===== src/rtl/blpg_pkg.sv =====
package blpg_pkg;

   localparam int COORD_BITS    = 12;
   localparam int DIM_BITS      = 12;
   localparam int ADDR_BITS     = 22;
   localparam int COLOR_BITS    = 32;
   localparam int DEC_BITS      = COORD_BITS + 3;
   localparam int CSR_IDX_BITS  = 2;
   localparam int MAX_DIM_DEF   = 2048;

   localparam logic [DIM_BITS-1:0] WIDTH_RESET  = DIM_BITS'(640);
   localparam logic [DIM_BITS-1:0] HEIGHT_RESET = DIM_BITS'(480);

   typedef logic signed [COORD_BITS-1:0] coord_type;
   typedef logic signed [COORD_BITS:0]   delta_type;
   typedef logic signed [DEC_BITS-1:0]   decision_type;
   typedef logic [DIM_BITS-1:0]          dim_type;
   typedef logic [ADDR_BITS-1:0]         addr_type;
   typedef logic [COLOR_BITS-1:0]        color_type;

   typedef enum logic [0:0] {
      OP_LOAD = 1'b0,
      OP_TICK = 1'b1
   } op_type;

   typedef enum logic [CSR_IDX_BITS-1:0] {
      CSR_SCREEN_WIDTH  = 2'd0,
      CSR_SCREEN_HEIGHT = 2'd1
   } csr_index_type;

   typedef struct packed {
      logic         active;
      logic         steep;
      coord_type    major_pos;
      coord_type    major_end;
      coord_type    minor_pos;
      logic         minor_neg;
      decision_type decision;
      decision_type step_move;
      decision_type step_keep;
      color_type    color;
   } line_state_type;

   typedef struct packed {
      logic      busy_pixel;
      logic      write_valid;
      coord_type pixel_x;
      coord_type pixel_y;
      addr_type  pixel_address;
      color_type pixel_color;
      logic      last_pixel;
   } pixel_result_type;

endpackage


===== src/rtl/blpg_req_if.sv =====
interface blpg_req_if;
   import blpg_pkg::*;

   logic      valid;
   logic      ready;
   op_type    op;
   coord_type start_x;
   coord_type start_y;
   coord_type end_x;
   coord_type end_y;
   color_type line_color;

   modport source (output valid, op, start_x, start_y, end_x, end_y, line_color,
                   input ready);
   modport sink (input valid, op, start_x, start_y, end_x, end_y, line_color,
                 output ready);
endinterface


===== src/rtl/blpg_rsp_if.sv =====
interface blpg_rsp_if;
   import blpg_pkg::*;

   logic      valid;
   logic      ready;
   logic      busy_pixel;
   logic      write_valid;
   coord_type pixel_x;
   coord_type pixel_y;
   addr_type  pixel_address;
   color_type pixel_color;
   logic      last_pixel;

   modport source (output valid, busy_pixel, write_valid, pixel_x, pixel_y,
                   pixel_address, pixel_color, last_pixel,
                   input ready);
   modport sink (input valid, busy_pixel, write_valid, pixel_x, pixel_y,
                 pixel_address, pixel_color, last_pixel,
                 output ready);
endinterface


===== src/rtl/blpg_csr_if.sv =====
interface blpg_csr_if;
   import blpg_pkg::*;

   logic          valid;
   logic          ready;
   csr_index_type index;
   dim_type       data;

   modport source (output valid, index, data, input ready);
   modport sink (input valid, index, data, output ready);
endinterface


===== src/rtl/bresenham_line_pixel_generator_core.sv =====
// Bresenham line engine that turns line requests into frame-buffer writes.
// The req channel takes two kinds of request: a load (two endpoints and a
// color), which starts a new line, drops any unfinished one and yields no
// response, and a tick, which yields exactly one response holding the next
// pixel of the line, or an all-zero response when no line is active.
// The csr channel sets the screen width (index 0) and height (index 1);
// values above MAX_DIM saturate, other indexes are ignored. It is always
// ready and must only be written while the engine is quiet.
// Latency: a tick's response is valid in the cycle after the request is
// taken. Throughput: one request per cycle while the response register
// can take it; the pixel select, clip compare and the 12x12 address
// multiply sit between the line state register and the response register.
// The response register decouples the two sides: a new request is taken
// whenever that register is empty or being drained in the same cycle, so a
// stalled receiver holds the engine only while the register is full.
// Synchronous reset clears the active line and the pending response and
// restores the screen size to 640 by 480.
module bresenham_line_pixel_generator_core #(
   parameter int MAX_DIM = blpg_pkg::MAX_DIM_DEF
) (
   input logic        clock,
   input logic        reset,
   blpg_req_if.sink   req_bus,
   blpg_rsp_if.source rsp_bus,
   blpg_csr_if.sink   csr_bus
);
   import blpg_pkg::*;

   localparam int SAT_BITS = 17;

   line_state_type   state_ff, state_in;
   line_state_type   init_state, step_state;
   pixel_result_type pix_result;
   pixel_result_type result_ff, result_in;
   logic             rsp_valid_ff, rsp_valid_in;
   dim_type          width_ff, width_in;
   dim_type          height_ff, height_in;
   dim_type          csr_sat;
   logic             req_accept, is_tick;

   blpg_setup u_setup (
      .start_x    (req_bus.start_x),
      .start_y    (req_bus.start_y),
      .end_x      (req_bus.end_x),
      .end_y      (req_bus.end_y),
      .line_color (req_bus.line_color),
      .init_state (init_state)
   );

   blpg_pixel u_pixel (
      .cur_state     (state_ff),
      .screen_width  (width_ff),
      .frame_height  (height_ff),
      .result        (pix_result),
      .next_state    (step_state)
   );

   assign req_bus.ready = !rsp_valid_ff || rsp_bus.ready;
   assign csr_bus.ready = 1'b1;
   assign req_accept    = req_bus.valid && req_bus.ready;
   assign is_tick       = req_bus.op == OP_TICK;

   always_comb begin
      csr_sat = (SAT_BITS'(csr_bus.data) > SAT_BITS'(MAX_DIM))
                ? DIM_BITS'(MAX_DIM) : csr_bus.data;
      width_in  = width_ff;
      height_in = height_ff;
      if (csr_bus.valid) begin
         case (csr_bus.index)
            CSR_SCREEN_WIDTH:  width_in  = csr_sat;
            CSR_SCREEN_HEIGHT: height_in = csr_sat;
            default: ;
         endcase
      end

      state_in = state_ff;
      if (req_accept) begin
         state_in = is_tick ? step_state : init_state;
      end

      rsp_valid_in = (req_accept && is_tick) || (rsp_valid_ff && !rsp_bus.ready);
      result_in    = (req_accept && is_tick) ? pix_result : result_ff;
   end

   always_ff @(posedge clock) begin
      if (reset) begin
         state_ff     <= '0;
         rsp_valid_ff <= 1'b0;
         width_ff     <= WIDTH_RESET;
         height_ff    <= HEIGHT_RESET;
      end else begin
         state_ff     <= state_in;
         rsp_valid_ff <= rsp_valid_in;
         width_ff     <= width_in;
         height_ff    <= height_in;
      end
   end

   always_ff @(posedge clock) begin
      result_ff <= result_in;
   end

   assign rsp_bus.valid         = rsp_valid_ff;
   assign rsp_bus.busy_pixel    = result_ff.busy_pixel;
   assign rsp_bus.write_valid   = result_ff.write_valid;
   assign rsp_bus.pixel_x       = result_ff.pixel_x;
   assign rsp_bus.pixel_y       = result_ff.pixel_y;
   assign rsp_bus.pixel_address = result_ff.pixel_address;
   assign rsp_bus.pixel_color   = result_ff.pixel_color;
   assign rsp_bus.last_pixel    = result_ff.last_pixel;

`ifndef SYNTHESIS
   // A load never creates a response of its own.
   assert property (@(posedge clock) disable iff (reset)
      (req_accept && !is_tick && (!rsp_valid_ff || rsp_bus.ready)) |=> !rsp_valid_ff)
      else $error("load request produced a response");

   // Emitting the last pixel ends the line.
   assert property (@(posedge clock) disable iff (reset)
      (req_accept && is_tick && state_ff.active
       && state_ff.major_pos == state_ff.major_end) |=> !state_ff.active)
      else $error("line still active after its last pixel");

   // A pixel write is only issued for a pixel of an active line.
   assert property (@(posedge clock) disable iff (reset)
      (rsp_valid_ff && result_ff.write_valid) |-> result_ff.busy_pixel)
      else $error("frame-buffer write without a line pixel");

   // Screen size registers stay within the saturation limit.
   assert property (@(posedge clock) disable iff (reset)
      (SAT_BITS'(width_ff) <= SAT_BITS'(MAX_DIM))
      && (SAT_BITS'(height_ff) <= SAT_BITS'(MAX_DIM)))
      else $error("screen size register above limit");
`endif

endmodule


===== src/rtl/blpg_setup.sv =====
module blpg_setup (
   input  blpg_pkg::coord_type      start_x,
   input  blpg_pkg::coord_type      start_y,
   input  blpg_pkg::coord_type      end_x,
   input  blpg_pkg::coord_type      end_y,
   input  blpg_pkg::color_type      line_color,
   output blpg_pkg::line_state_type init_state
);
   import blpg_pkg::*;

   delta_type    dx, dy, adx, ady;
   delta_type    dmaj, dmin, admin;
   coord_type    amaj, amin, bmaj, bmin;
   logic         steep;
   decision_type twice_min;

   always_comb begin
      dx    = delta_type'(end_x) - delta_type'(start_x);
      dy    = delta_type'(end_y) - delta_type'(start_y);
      adx   = dx[COORD_BITS] ? -dx : dx;
      ady   = dy[COORD_BITS] ? -dy : dy;
      steep = ady > adx;

      // The major axis always counts upward from the endpoint with the lower major coordinate.
      if (steep) begin
         if (end_y > start_y) begin
            amaj = start_y; amin = start_x; bmaj = end_y; bmin = end_x;
         end else begin
            amaj = end_y; amin = end_x; bmaj = start_y; bmin = start_x;
         end
      end else begin
         if (end_x > start_x) begin
            amaj = start_x; amin = start_y; bmaj = end_x; bmin = end_y;
         end else begin
            amaj = end_x; amin = end_y; bmaj = start_x; bmin = start_y;
         end
      end

      dmaj      = delta_type'(bmaj) - delta_type'(amaj);
      dmin      = delta_type'(bmin) - delta_type'(amin);
      admin     = dmin[COORD_BITS] ? -dmin : dmin;
      twice_min = decision_type'({admin, 1'b0});

      init_state.active    = 1'b1;
      init_state.steep     = steep;
      init_state.major_pos = amaj;
      init_state.major_end = bmaj;
      init_state.minor_pos = amin;
      init_state.minor_neg = dmin[COORD_BITS];
      init_state.decision  = twice_min - decision_type'(dmaj);
      init_state.step_move = twice_min - decision_type'({dmaj, 1'b0});
      init_state.step_keep = twice_min;
      init_state.color     = line_color;
   end

endmodule


===== src/rtl/blpg_pixel.sv =====
module blpg_pixel (
   input  blpg_pkg::line_state_type   cur_state,
   input  blpg_pkg::dim_type          screen_width,
   input  blpg_pkg::dim_type          frame_height,
   output blpg_pkg::pixel_result_type result,
   output blpg_pkg::line_state_type   next_state
);
   import blpg_pkg::*;

   localparam int PROD_BITS = 2 * DIM_BITS;

   coord_type                px, py;
   logic                     on_screen, last;
   dim_type                  row;
   logic [PROD_BITS-1:0]     prod, addr_full;

   always_comb begin
      px   = cur_state.steep ? cur_state.minor_pos : cur_state.major_pos;
      py   = cur_state.steep ? cur_state.major_pos : cur_state.minor_pos;
      last = cur_state.major_pos == cur_state.major_end;

      on_screen = !px[COORD_BITS-1]
                  && (delta_type'(px) < delta_type'({1'b0, screen_width}))
                  && !py[COORD_BITS-1]
                  && (delta_type'(py) < delta_type'({1'b0, frame_height}));

      // The frame buffer stores rows top first, so y is flipped.
      row       = frame_height - DIM_BITS'(1) - DIM_BITS'(unsigned'(py));
      prod      = PROD_BITS'(row) * PROD_BITS'(screen_width);
      addr_full = prod + PROD_BITS'(unsigned'(px));

      if (cur_state.active) begin
         result.busy_pixel    = 1'b1;
         result.write_valid   = on_screen;
         result.pixel_x       = px;
         result.pixel_y       = py;
         result.pixel_address = on_screen ? ADDR_BITS'(addr_full) : '0;
         result.pixel_color   = cur_state.color;
         result.last_pixel    = last;
      end else begin
         result = '0;
      end

      next_state = cur_state;
      if (cur_state.active) begin
         if (last) begin
            next_state.active = 1'b0;
         end else begin
            next_state.major_pos = cur_state.major_pos + coord_type'(1);
            if (cur_state.decision > decision_type'(0)) begin
               next_state.minor_pos = cur_state.minor_neg
                                      ? cur_state.minor_pos - coord_type'(1)
                                      : cur_state.minor_pos + coord_type'(1);
               next_state.decision  = cur_state.decision + cur_state.step_move;
            end else begin
               next_state.decision  = cur_state.decision + cur_state.step_keep;
            end
         end
      end
   end

endmodule

===== src/flat_wrapper.sv =====
// flat-port wrapper written by rule: the top's interface ports become plain ports
module bresenham_line_pixel_generator_core_flat import blpg_pkg::*;
#(
   parameter int MAX_DIM = blpg_pkg::MAX_DIM_DEF
)
  (clock, reset, req_bus_valid, req_bus_op, req_bus_start_x, req_bus_start_y, req_bus_end_x, req_bus_end_y, req_bus_line_color, req_bus_ready, rsp_bus_valid, rsp_bus_busy_pixel, rsp_bus_write_valid, rsp_bus_pixel_x, rsp_bus_pixel_y, rsp_bus_pixel_address, rsp_bus_pixel_color, rsp_bus_last_pixel, rsp_bus_ready, csr_bus_valid, csr_bus_index, csr_bus_data, csr_bus_ready);
  blpg_req_if req_bus_i ();
  blpg_rsp_if rsp_bus_i ();
  blpg_csr_if csr_bus_i ();
  input logic clock;
  input logic reset;
  input wire logic [$bits(req_bus_i.valid)-1:0] req_bus_valid;
  input wire logic [$bits(req_bus_i.op)-1:0] req_bus_op;
  input wire logic [$bits(req_bus_i.start_x)-1:0] req_bus_start_x;
  input wire logic [$bits(req_bus_i.start_y)-1:0] req_bus_start_y;
  input wire logic [$bits(req_bus_i.end_x)-1:0] req_bus_end_x;
  input wire logic [$bits(req_bus_i.end_y)-1:0] req_bus_end_y;
  input wire logic [$bits(req_bus_i.line_color)-1:0] req_bus_line_color;
  output wire logic [$bits(req_bus_i.ready)-1:0] req_bus_ready;
  output wire logic [$bits(rsp_bus_i.valid)-1:0] rsp_bus_valid;
  output wire logic [$bits(rsp_bus_i.busy_pixel)-1:0] rsp_bus_busy_pixel;
  output wire logic [$bits(rsp_bus_i.write_valid)-1:0] rsp_bus_write_valid;
  output wire logic [$bits(rsp_bus_i.pixel_x)-1:0] rsp_bus_pixel_x;
  output wire logic [$bits(rsp_bus_i.pixel_y)-1:0] rsp_bus_pixel_y;
  output wire logic [$bits(rsp_bus_i.pixel_address)-1:0] rsp_bus_pixel_address;
  output wire logic [$bits(rsp_bus_i.pixel_color)-1:0] rsp_bus_pixel_color;
  output wire logic [$bits(rsp_bus_i.last_pixel)-1:0] rsp_bus_last_pixel;
  input wire logic [$bits(rsp_bus_i.ready)-1:0] rsp_bus_ready;
  input wire logic [$bits(csr_bus_i.valid)-1:0] csr_bus_valid;
  input wire logic [$bits(csr_bus_i.index)-1:0] csr_bus_index;
  input wire logic [$bits(csr_bus_i.data)-1:0] csr_bus_data;
  output wire logic [$bits(csr_bus_i.ready)-1:0] csr_bus_ready;
  assign req_bus_i.valid = req_bus_valid;
  assign req_bus_i.op = req_bus_op;
  assign req_bus_i.start_x = req_bus_start_x;
  assign req_bus_i.start_y = req_bus_start_y;
  assign req_bus_i.end_x = req_bus_end_x;
  assign req_bus_i.end_y = req_bus_end_y;
  assign req_bus_i.line_color = req_bus_line_color;
  assign req_bus_ready = req_bus_i.ready;
  assign rsp_bus_valid = rsp_bus_i.valid;
  assign rsp_bus_busy_pixel = rsp_bus_i.busy_pixel;
  assign rsp_bus_write_valid = rsp_bus_i.write_valid;
  assign rsp_bus_pixel_x = rsp_bus_i.pixel_x;
  assign rsp_bus_pixel_y = rsp_bus_i.pixel_y;
  assign rsp_bus_pixel_address = rsp_bus_i.pixel_address;
  assign rsp_bus_pixel_color = rsp_bus_i.pixel_color;
  assign rsp_bus_last_pixel = rsp_bus_i.last_pixel;
  assign rsp_bus_i.ready = rsp_bus_ready;
  assign csr_bus_i.valid = csr_bus_valid;
  assign csr_bus_i.index = csr_bus_index;
  assign csr_bus_i.data = csr_bus_data;
  assign csr_bus_ready = csr_bus_i.ready;
  bresenham_line_pixel_generator_core #(.MAX_DIM(MAX_DIM)) u_core (.clock(clock), .reset(reset), .req_bus(req_bus_i), .rsp_bus(rsp_bus_i), .csr_bus(csr_bus_i));
endmodule

===== config.mk =====
export PLATFORM = sky130hd
export DESIGN_NAME = bresenham_line_pixel_generator_core_flat
export DESIGN_NICKNAME = d
export VERILOG_FILES = /design/src/rtl/blpg_pkg.sv /design/src/rtl/blpg_req_if.sv /design/src/rtl/blpg_rsp_if.sv /design/src/rtl/blpg_csr_if.sv /design/src/rtl/bresenham_line_pixel_generator_core.sv /design/src/rtl/blpg_setup.sv /design/src/rtl/blpg_pixel.sv /design/src/flat_wrapper.sv
export SDC_FILE = /design/constraint.sdc
export NUM_CORES = 1
export LEC_CHECK = 0
export BUFFER_PORTS_ARGS = -buffer_cell sky130_fd_sc_hd__clkbuf_2
export CORE_MARGIN = 5
export CORE_UTILIZATION = 23
export DETAILED_ROUTE_END_ITERATION = 16
export GPL_TIMING_DRIVEN = 0
export PLACE_DENSITY = 0.39
export SETUP_SLACK_MARGIN = 0.4
export SLEW_MARGIN = 15
export SYNTH_ARGS = -nofsm -noshare
export SYNTH_HDL_FRONTEND = slang
export SYNTH_SLANG_ARGS = --single-unit
export TNS_END_PERCENT = 50

===== constraint.sdc =====
create_clock -name clock -period 7.34 [get_ports clock]
set_input_delay 0 -clock clock [delete_from_list [all_inputs] [get_ports clock]]
set_output_delay 0 -clock clock [all_outputs]
set_load 0.005 [all_outputs]

==> results of run 1 <==
[area by class of cell]
type,count,area share [%]
multi-input cells,1954,58.2
well taps,1254,5.53
flip-flops and latches,219,18.3
diodes,2,0.0177
clock inverters,20,1.05
clock buffers,30,2.42
plain buffers,122,2.53
inverters,228,3.11
repair buffers,351,8.76
[final timing paths]
check | cells past startpoint | from | to
min | 4 | req_bus_start_y[0] | u_core.state_ff[90]
min reg2reg | 2 | u_core.state_ff[8] | u_core.state_ff[8]
max reg2reg | 30 | u_core.state_ff[114] | u_core.rsp_bus.pixel_address[21]
max | 30 | u_core.state_ff[114] | u_core.rsp_bus.pixel_address[21]
[metal layers]
metal	track usage [%]	wire [um]	vias up
met3	1.87	3630	117
met2	26.7	38400	474
li1	-	-	9446
met1	22.1	38600	9542
met5	0	0	-
met4	4.83	2730	0
[what timing repair did]
action,CTS,global route
hold buffers,52,0
endpoints found under the setup margin,44,34
setup buffers,86,31
gates cloned,1,0
pin swaps,137,97
gates resized for setup,219,121
endpoints found under the hold margin,63,0
[worst max-delay path, delay by kind of cell (launching register included)]
family | cells | cell delay, ps
compound gates | 8 | 1450
xor+xnor | 1 | 130
fa+ha+maj | 8 | 3340
buf+inv | 6 | 610
flops | 1 | 320
mux | 2 | 550
simple gates | 5 | 580
[logic make-up (layout without fill, tap and decap cells)]
logic type | count (synthesis) | in the layout
and+or+nand+nor | 821 | 821
AOI/OAI and AO/OA | 544 | 544
buffers and inverters | 350 | 751
adders and majority gates | 327 | 327
DFF | 219 | 219
xor gates and xnor gates | 138 | 138
muxes | 123 | 123
other | 1 | 3
[sequential cells by signal, summed over array words and instances, names as in the netlist]
name and cells:
u_core.rsp_bus.pixel_y 12, u_core.height_ff 12, u_core.rsp_bus.write_valid 1, u_core.width_ff 12
u_core.rsp_bus.last_pixel 1, u_core.rsp_bus.pixel_color 32, u_core.state_ff 113, u_core.rsp_bus.valid 1
u_core.rsp_bus.busy_pixel 1, u_core.rsp_bus.pixel_address 22, u_core.rsp_bus.pixel_x 12
[stage by stage]
step / TNS [ps] / cell area, um2
final: 0 / 28300
after global routing: -2380 / 28300
after CTS: 0 / 27600
after detailed placement: -44780 / 24300
after global placement: -44180 / 24200
after floorplan: 0 / 21800
[cell usage in the layout, fill, tap and decap left out, types with 28 or more instances in the layout]
master,netlist,layout
xnor2_1,82,61
buf_4,5,105
xor2_1,56,38
clkbuf_16,0,31
nor3_1,57,54
mux2_2,44,44
edfxtp_1,81,81
buf_6,5,29
fa_1,119,111
a21o_1,29,28
clkbuf_1,88,78
nor2_1,195,187
nand2_1,265,256
nand2b_1,30,28
o21ai_0,103,69
mux2i_1,79,62
inv_1,225,209
o21a_1,31,30
ha_1,208,169
dlygate4sd3_1,0,52
a21oi_1,215,187
dfxtp_1,138,137
and2_1,92,92
nand3_1,33,32
clkbuf_2,2,178
==> impl_metrics.csv, run 1 <==
group,metric,value,unit
outcome,outcome,"finished, final reports clean",
logic_synthesis,synthMuxAreaShare,6.00,%
timing,hold_viol,0,
logic_synthesis,syn_avg_cell_area,8.50,um2
timing,finalSetupViolations,0,
placed_design,place_hpwl,66.3,mm
logic_synthesis,yosys-top-cells-area,"dfxtp_1 (13%), ha_1 (12%), edfxtp_1 (11%), fa_1 (11%), a21oi_1 (5.0%)",
global_route,grt_pass1_vias,19975,
drt,post_drt_via_cell_ratio,4.68,
finish,seqCellArea,0.00520,mm2
finish,utilization,30.5,%
floorplanning,initial_utilization,23.1,%
job,maxCapViolCount,0,
global_route,grt_pass1_wl,124,mm
cts,cts_max_level,1,
worst_setup_path,cp-start-kind,"register",
cts,cts-root-buf,"clkbuf_16",
logic_synthesis,synthTopCellsByCount,"nand2_1 (265), inv_1 (225), a21oi_1 (215), ha_1 (208), nor2_1 (195)",
cts,cts_tree,"done",
global_route,antenna_found_initial,2,
finish,multi_input_area,0.0165,mm2
logic_synthesis,synth_top_area_share,12.9,%
logic_synthesis,async_reset_ff_share,0,%
worst_setup_path,crit_fanout,5,
drt,drc,0,
floorplanning,io_pins,184,
global_route,grt.total_usage,16.1,%
drt,ant_nets,0,
floorplanning,rows,112,
drt,wl_per_cell,19.9,um
logic_synthesis,ys_seq_area_share,24.2,%
placed_design,io_buffers,180,
logic_synthesis,ys_ff_latch,219,
finish,final_nets,3330,
timing,layout_setup_ws,90.5,ps
logic_synthesis,synth_fa_ha_area_share,23.3,%
timing,slew_headroom,30.2,%
drt,drtIter0Drc,1156,
placed_design,dpl_worst_slack,-2130,ps
worst_setup_path,ff2ff_setup_slack,90,ps
logic_synthesis,synth_top_family_by_area,"adder cells",
logic_synthesis,synth_edf_count,81,
timing,grt_setup_unrepaired,"true",
worst_setup_path,cp_slowest_cell,"fa_1",
cts,numCtsBuffers,27,
finish,drive_gt1_share,24.2,%
placed_design,dp_cells,3958,
logic_synthesis,synthCells,2523,
floorplanning,die_h,315,um
global_route,grt_max_degree,58,
timing,period_share,98.8,%
floorplanning,fp.dieArea,0.0994,mm2
logic_synthesis,post-synth-top-area-cell,"dfxtp_1",
global_route,gr-total-overflow,0,
drt,wl,83.4,mm
cts,cts.sinks,219,
logic_synthesis,yosysMostFrequentCell,"nand2_1",
timing,min_period,7250,ps
worst_setup_path,cp_slowest_stage_delay,580,ps
drt,num_vias,19579,
logic_synthesis,synthXorXnorAreaFrac,5.64,%
logic_synthesis,synthFlopType,"dfxtp_1",
cts,cts_buffer_depth,3,
timing,worst_slew_pin_slew,1050,ps
finish,final_cells,4180,
placed_design,gp_congestion,0.905,
logic_synthesis,synth.cell_area,0.0214,mm2
drt,dr.pass1.iters,5,
timing,fmax,0.138,GHz
logic_synthesis,yosys.area_share.simple,18.4,%
worst_setup_path,worstSetupPathType,"register to register",
timing,drv_slew,0,
floorplanning,die_width,315,um
timing,whs,36.4,ps
worst_setup_path,arrival,7570,ps
floorplanning,coreArea,0.0929,mm2
logic_synthesis,yosysWarningCount,0,
worst_setup_path,endpoint_kind,"register",
logic_synthesis,syn_nets,2950,
logic_synthesis,synthDistinctLibCells,84,
cts,clk_pin_slew_worst_paths,60,ps
finish,fillers,9849,
worst_setup_path,path_common_cell,"fa_1",
cts,clkLatencyLatePin,580,ps
logic_synthesis,synth_compound_area_share,15.9,%
worst_hold_path,hold_path_class,"primary input to register",
finish,area_growth,32.2,%
timing,skew,15.4,ps
worst_setup_path,required,7660,ps
Power of run 1 is left out: the tool's default activity adds up to more than one toggle a clock period on the data nets, which glitch-free logic cannot reach.
==> run 2, diff against run 1 <==
==> constraint.sdc (replaced) <==
create_clock -name clock -period 7.34 [get_ports clock]
set_input_delay 1.468 -clock clock [delete_from_list [all_inputs] [get_ports clock]]
set_output_delay 1.468 -clock clock [all_outputs]
set_load 0.005 [all_outputs]
==> run 2 against run 1 <==
Against the previous run: the flow now finishes with violations (negative setup slack); sequential cell count stayed put; critical path type is now primary input to register; clock skew is 5.8 ps higher; hold slack better by 410 ps; first-iteration DRC count is 6.7% higher; die area stayed put; non-clock buffer count is 48 lower; global-route usage hardly changed; routed wire length hardly changed; sequential share of layout area is 0.47 points higher; final area is 2.5% lower; via count is 0.44% lower; core utilization is 0.76 points lower.
==> impl_metrics.csv, run 2 (synthesized netlist as in run 1, its figures left out) <==
group,metric,value,unit
outcome,outcome,"finished with violations",
outcome,violations,"negative setup slack",
timing,worst_slew_pin_slew,1010,ps
worst_setup_path,path_common_cell,"buf_6",
floorplanning,fp.dieArea,0.0994,mm2
timing,layout_setup_ws,-1390,ps
drt,drc,0,
timing,min_period,8730,ps
worst_setup_path,endpoint_kind,"register",
floorplanning,initial_utilization,23.1,%
timing,hold_viol,0,
worst_setup_path,critPathBufInv,8,
global_route,grt_pass1_vias,19525,
global_route,gr-total-overflow,0,
worst_setup_path,regToRegStartpoint,"u_core.state_ff[114]",
worst_setup_path,rr_endpoint,"u_core.rsp_bus.pixel_address[21]",
worst_hold_path,hp-start,"u_core.state_ff[29]",
floorplanning,io_pins,184,
worst_setup_path,crit_fanout,8,
floorplanning,rows,112,
cts,cts.sinks,219,
finish,final_nets,3282,
floorplanning,die_h,315,um
finish,fillers,9869,
timing,skew,21.2,ps
worst_setup_path,cp_slowest_cell,"fa_2",
finish,final_common_cell,"nand2_1",
placed_design,gp_congestion,0.903,
worst_setup_path,cp_slowest_stage_delay,390,ps
finish,largest_reg_flops,113,
timing,finalSetupViolations,32,
floorplanning,die_width,315,um
cts,cts_max_level,1,
finish,area_growth,28.9,%
worst_setup_path,cp_top_family,"compound AO/OA/AOI/OAI gates",
drt,dr.pass1.iters,5,
worst_setup_path,ff2ff_setup_slack,-120,ps
timing,drv_slew,0,
finish,largest_register,"u_core.state_ff",
global_route,antenna_found_initial,3,
finish,final_cells,4134,
global_route,grt_max_degree,59,
timing,fmax,0.115,GHz
global_route,grt_pass1_wl,123,mm
worst_setup_path,required,7830,ps
worst_setup_path,reg2regPathDepth,32,
cts,cts_hold_buf,0,
placed_design,place_hpwl,67.5,mm
timing,finalSetupTns,-26780,ps
worst_setup_path,setup.worst_path.end,"u_core.state_ff[76]",
cts,clk_pin_slew_worst_paths,60,ps
global_route,grt.total_usage,16.1,%
finish,layout_common_cells,"nand2_1 (256), inv_1 (211), nor2_1 (183), a21oi_1 (183), clkbuf_2 (175)",
timing,grt_setup_unrepaired,"true",
timing,slew_headroom,32.4,%
worst_setup_path,arrival,9220,ps
cts,cts-root-buf,"clkbuf_16",
worst_setup_path,cp-start-kind,"primary input",
drt,wl,83.4,mm
drt,ant_nets,0,
floorplanning,coreArea,0.0929,mm2
drt,wl_per_cell,20.2,um
cts,cts_tree,"done",
worst_setup_path,crit_cells,46,
cts,clkLatencyLatePin,580,ps
placed_design,io_buffers,180,
worst_setup_path,worstSetupPathType,"primary input to register",
worst_setup_path,setup.worst_path.start,"req_bus_end_x[0]",
finish,drive_gt1_share,24.7,%
drt,post_drt_via_cell_ratio,4.72,
drt,drtIter0Drc,1234,
worst_hold_path,hold_path_class,"register to register",
cts,cts_buffer_depth,3,
timing,period_share,119,%
placed_design,dp_cells,3958,
cts,numCtsBuffers,27,
drt,num_vias,19492,
job,maxCapViolCount,0,
==> run 2: changes by cell type in the layout (fill, tap and decap cells not counted), sizes merged <==
cell and change:
buf +2, bufinv -5, clkbuf +9, clkinv +3, clkinvlp -4, diode +2
dlygate4sd3 -52, inv -1
==> run 2: layout make-up <==
cell class / instances / area, um2 / area share [%]
repair buffers: 303 / 1960 / 7.08
flip-flops and latches: 219 / 5200 / 18.8
inverters: 228 / 878 / 3.18
clock inverters: 13 / 116 / 0.421
well taps: 1254 / 1570 / 5.68
diodes: 4 / 10.0 / 0.0362
plain buffers: 122 / 713 / 2.58
clock buffers: 37 / 747 / 2.70
multi-input cells: 1954 / 16500 / 59.5
==> run 2: how the worst min path moves through the flow <==
stage / to / depth (start not counted) / slack, ps
finish: u_core.state_ff[29] / 2 / 450
global route: u_core.state_ff[29] / 2 / 470
CTS: u_core.state_ff[10] / 2 / 450
detailed placement: u_core.state_ff[23] / 2 / 440
global placement: u_core.state_ff[5] / 2 / 440
floorplan: u_core.state_ff[59] / 2 / 420
==> run 2: tightest hold or removal path: cells and delay by family, from the launching register on <==
family | cells | cell delay (ps)
flip-flops | 1 | 300
AND/OR/NAND/NOR | 1 | 50
AO/OA/AOI/OAI | 1 | 50
==> run 2: what timing repair did <==
item                                    in CTS  in global routing
buffers inserted                            88                 33
gates resized for setup                    219                138
cloned                                       1                  0
pin swaps                                  117                110
endpoints found under the setup margin      58                 53
==> run 2: through the flow <==
stage	utilization (%)	setup slack (ps)	instance area, um2	hold WS (ps)
2_1_floorplan	-	-1180	21700	420
3_3_place_gp	26.0	-3760	24100	437
3_5_place_dp	26.0	-3830	24200	442
4_1_cts	28.8	-1460	26800	452
5_1_grt	29.7	-1730	27600	473
6_report	29.7	-1390	27600	447
==> run 2: layer usage <==
layer	wire length, um	GRT usage (%)	vias up
met5	0	0	-
met4	1830	3.25	0
met3	3830	1.95	87
met2	38300	26.6	447
met1	39500	22.7	9609
li1	-	-	9349
Power of run 2 is left out for the same reason.
==> run 3, diff against run 2 <==
Settings changed: CELL_PAD_IN_SITES_DETAIL_PLACEMENT set to 1, CELL_PAD_IN_SITES_GLOBAL_PLACEMENT set to 1, PLACE_DENSITY 0.39 to 0.48.
==> run 3 against run 2 <==
Against the previous run: non-clock buffer count grew 16; critical path depth is 5 lower; highest routed layer is now met5; critical path type unchanged; first-iteration DRC count shrank 26%; via count is 1.8% higher; clock skew rose by 7.5 ps; fmax is 1.7% lower; the flow still finishes with violations (negative setup slack).
==> impl_metrics.csv, run 3 (synthesized netlist as in run 1, its figures left out) <==
group,metric,value,unit
cts,cts_buffer_depth,3,
floorplanning,io_pins,184,
floorplanning,initial_utilization,23.1,%
drt,drtIter0Drc,918,
outcome,outcome,"finished with violations",
finish,n_antenna_cell,0,
timing,min_period,8880,ps
worst_setup_path,worstSetupPathType,"primary input to register",
floorplanning,fp.dieArea,0.0994,mm2
timing,skew,28.7,ps
global_route,antenna_found_initial,1,
global_route,grt.total_usage,17.1,%
finish,fillers,10830,
cts,cts.sinks,219,
worst_setup_path,cp_top_family,"compound AO/OA/AOI/OAI gates",
worst_setup_path,endpoint_kind,"register",
drt,post_drt_via_cell_ratio,4.78,
worst_setup_path,required,7820,ps
drt,dr.pass1.iters,5,
cts,cts-root-buf,"clkbuf_16",
worst_setup_path,cp-start-kind,"primary input",
cts,cts_tree,"done",
timing,fmax,0.113,GHz
worst_setup_path,path_common_cell,"buf_4",
timing,grt_setup_unrepaired,"true",
worst_hold_path,hold_path_class,"register to register",
placed_design,dpl_worst_slack,-3890,ps
global_route,grt_max_degree,60,
cts,clkLatencyLatePin,600,ps
finish,layout_common_cells,"nand2_1 (259), inv_1 (210), nor2_1 (183)",
floorplanning,rows,112,
global_route,grt_pass1_wl,132,mm
finish,drive_gt1_share,25.8,%
timing,period_share,121,%
drt,wl,88.3,mm
worst_setup_path,cp_slowest_cell,"or3_4",
timing,worst_slew_pin_slew,960,ps
timing,finalSetupViolations,34,
placed_design,io_buffers,180,
cts,cts_hold_buf,0,
floorplanning,die_width,315,um
finish,final_common_cell,"nand2_1",
floorplanning,die_h,315,um
worst_setup_path,critPathBufInv,8,
outcome,violations,"negative setup slack",
worst_setup_path,ff2ff_setup_slack,-100,ps
worst_setup_path,arrival,9360,ps
drt,drc,0,
global_route,grt_pass1_vias,21134,
placed_design,gp_congestion,0.871,
timing,layout_setup_ws,-1540,ps
timing,hold_viol,0,
finish,area_growth,31.5,%
drt,num_vias,19839,
floorplanning,coreArea,0.0929,mm2
worst_setup_path,cp_slowest_stage_delay,420,ps
drt,wl_per_cell,21.3,um
cts,cts_max_level,1,
worst_setup_path,crit_fanout,9,
timing,slew_headroom,36.0,%
timing,drv_slew,0,
finish,largest_register,"u_core.state_ff",
finish,largest_reg_flops,113,
global_route,gr-total-overflow,0,
job,maxCapViolCount,0,
finish,final_nets,3300,
cts,numCtsBuffers,29,
cts,clk_pin_slew_worst_paths,70,ps
placed_design,place_hpwl,70.8,mm
drt,ant_nets,0,
==> run 3: metal layers <==
| layer | up-vias | wire, um | GRT usage [%] |
|---|---|---|---|
| met2 | 313 | 41100 | 28.7 |
| met4 | 2 | 2760 | 4.70 |
| met5 | - | 13 | 0 |
| li1 | 9384 | - | - |
| met1 | 10038 | 41900 | 23.5 |
| met3 | 102 | 2580 | 1.57 |
==> run 3: what timing repair did <==
item	in CTS	in global routing
pin swaps	132	94
buffers inserted	100	38
endpoints found under the setup margin	58	52
resized for setup	271	117
==> run 3: final cells by class <==
cell class	instances	area, um2	share of cell area (%)
buffer	122	763	2.71
multi-input combinational	1954	16600	59.0
clock buffer	37	807	2.86
inverter	228	873	3.10
clock inverter	17	255	0.905
timing repair buffer	319	2100	7.43
tap	1254	1570	5.56
sequential	219	5200	18.4
==> run 3: through the flow <==
step,setup TNS (ps),hold slack (ps),instances,instance area [um2],util (%)
3_5_place_dp,-136180,444,3958,24200,26.0
4_1_cts,-25830,452,4112,27300,29.4
6_report,-30350,450,4150,28200,30.4
3_3_place_gp,-124050,437,3957,24100,26.0
2_1_floorplan,-22620,420,2523,21700,-
5_1_grt,-39800,464,4150,28200,30.4
==> run 3: worst min-delay path, stage by stage, from the launching register on <==
cell and delay [ps]:
dfxtp_1 300, nand2_1 50, a21oi_1 50
==> run 3: path summary, 6_finish.rpt <==
kind | start | end | depth (start not counted)
worst min register to register | u_core.state_ff[3] | u_core.state_ff[3] | 2
worst max-delay path | req_bus_start_y[2] | u_core.state_ff[61] | 41
worst max register to register | u_core.state_ff[114] | u_core.rsp_bus.pixel_address[21] | 33
worst min-delay path | u_core.state_ff[3] | u_core.state_ff[3] | 2
Power of run 3 is left out for the same reason.
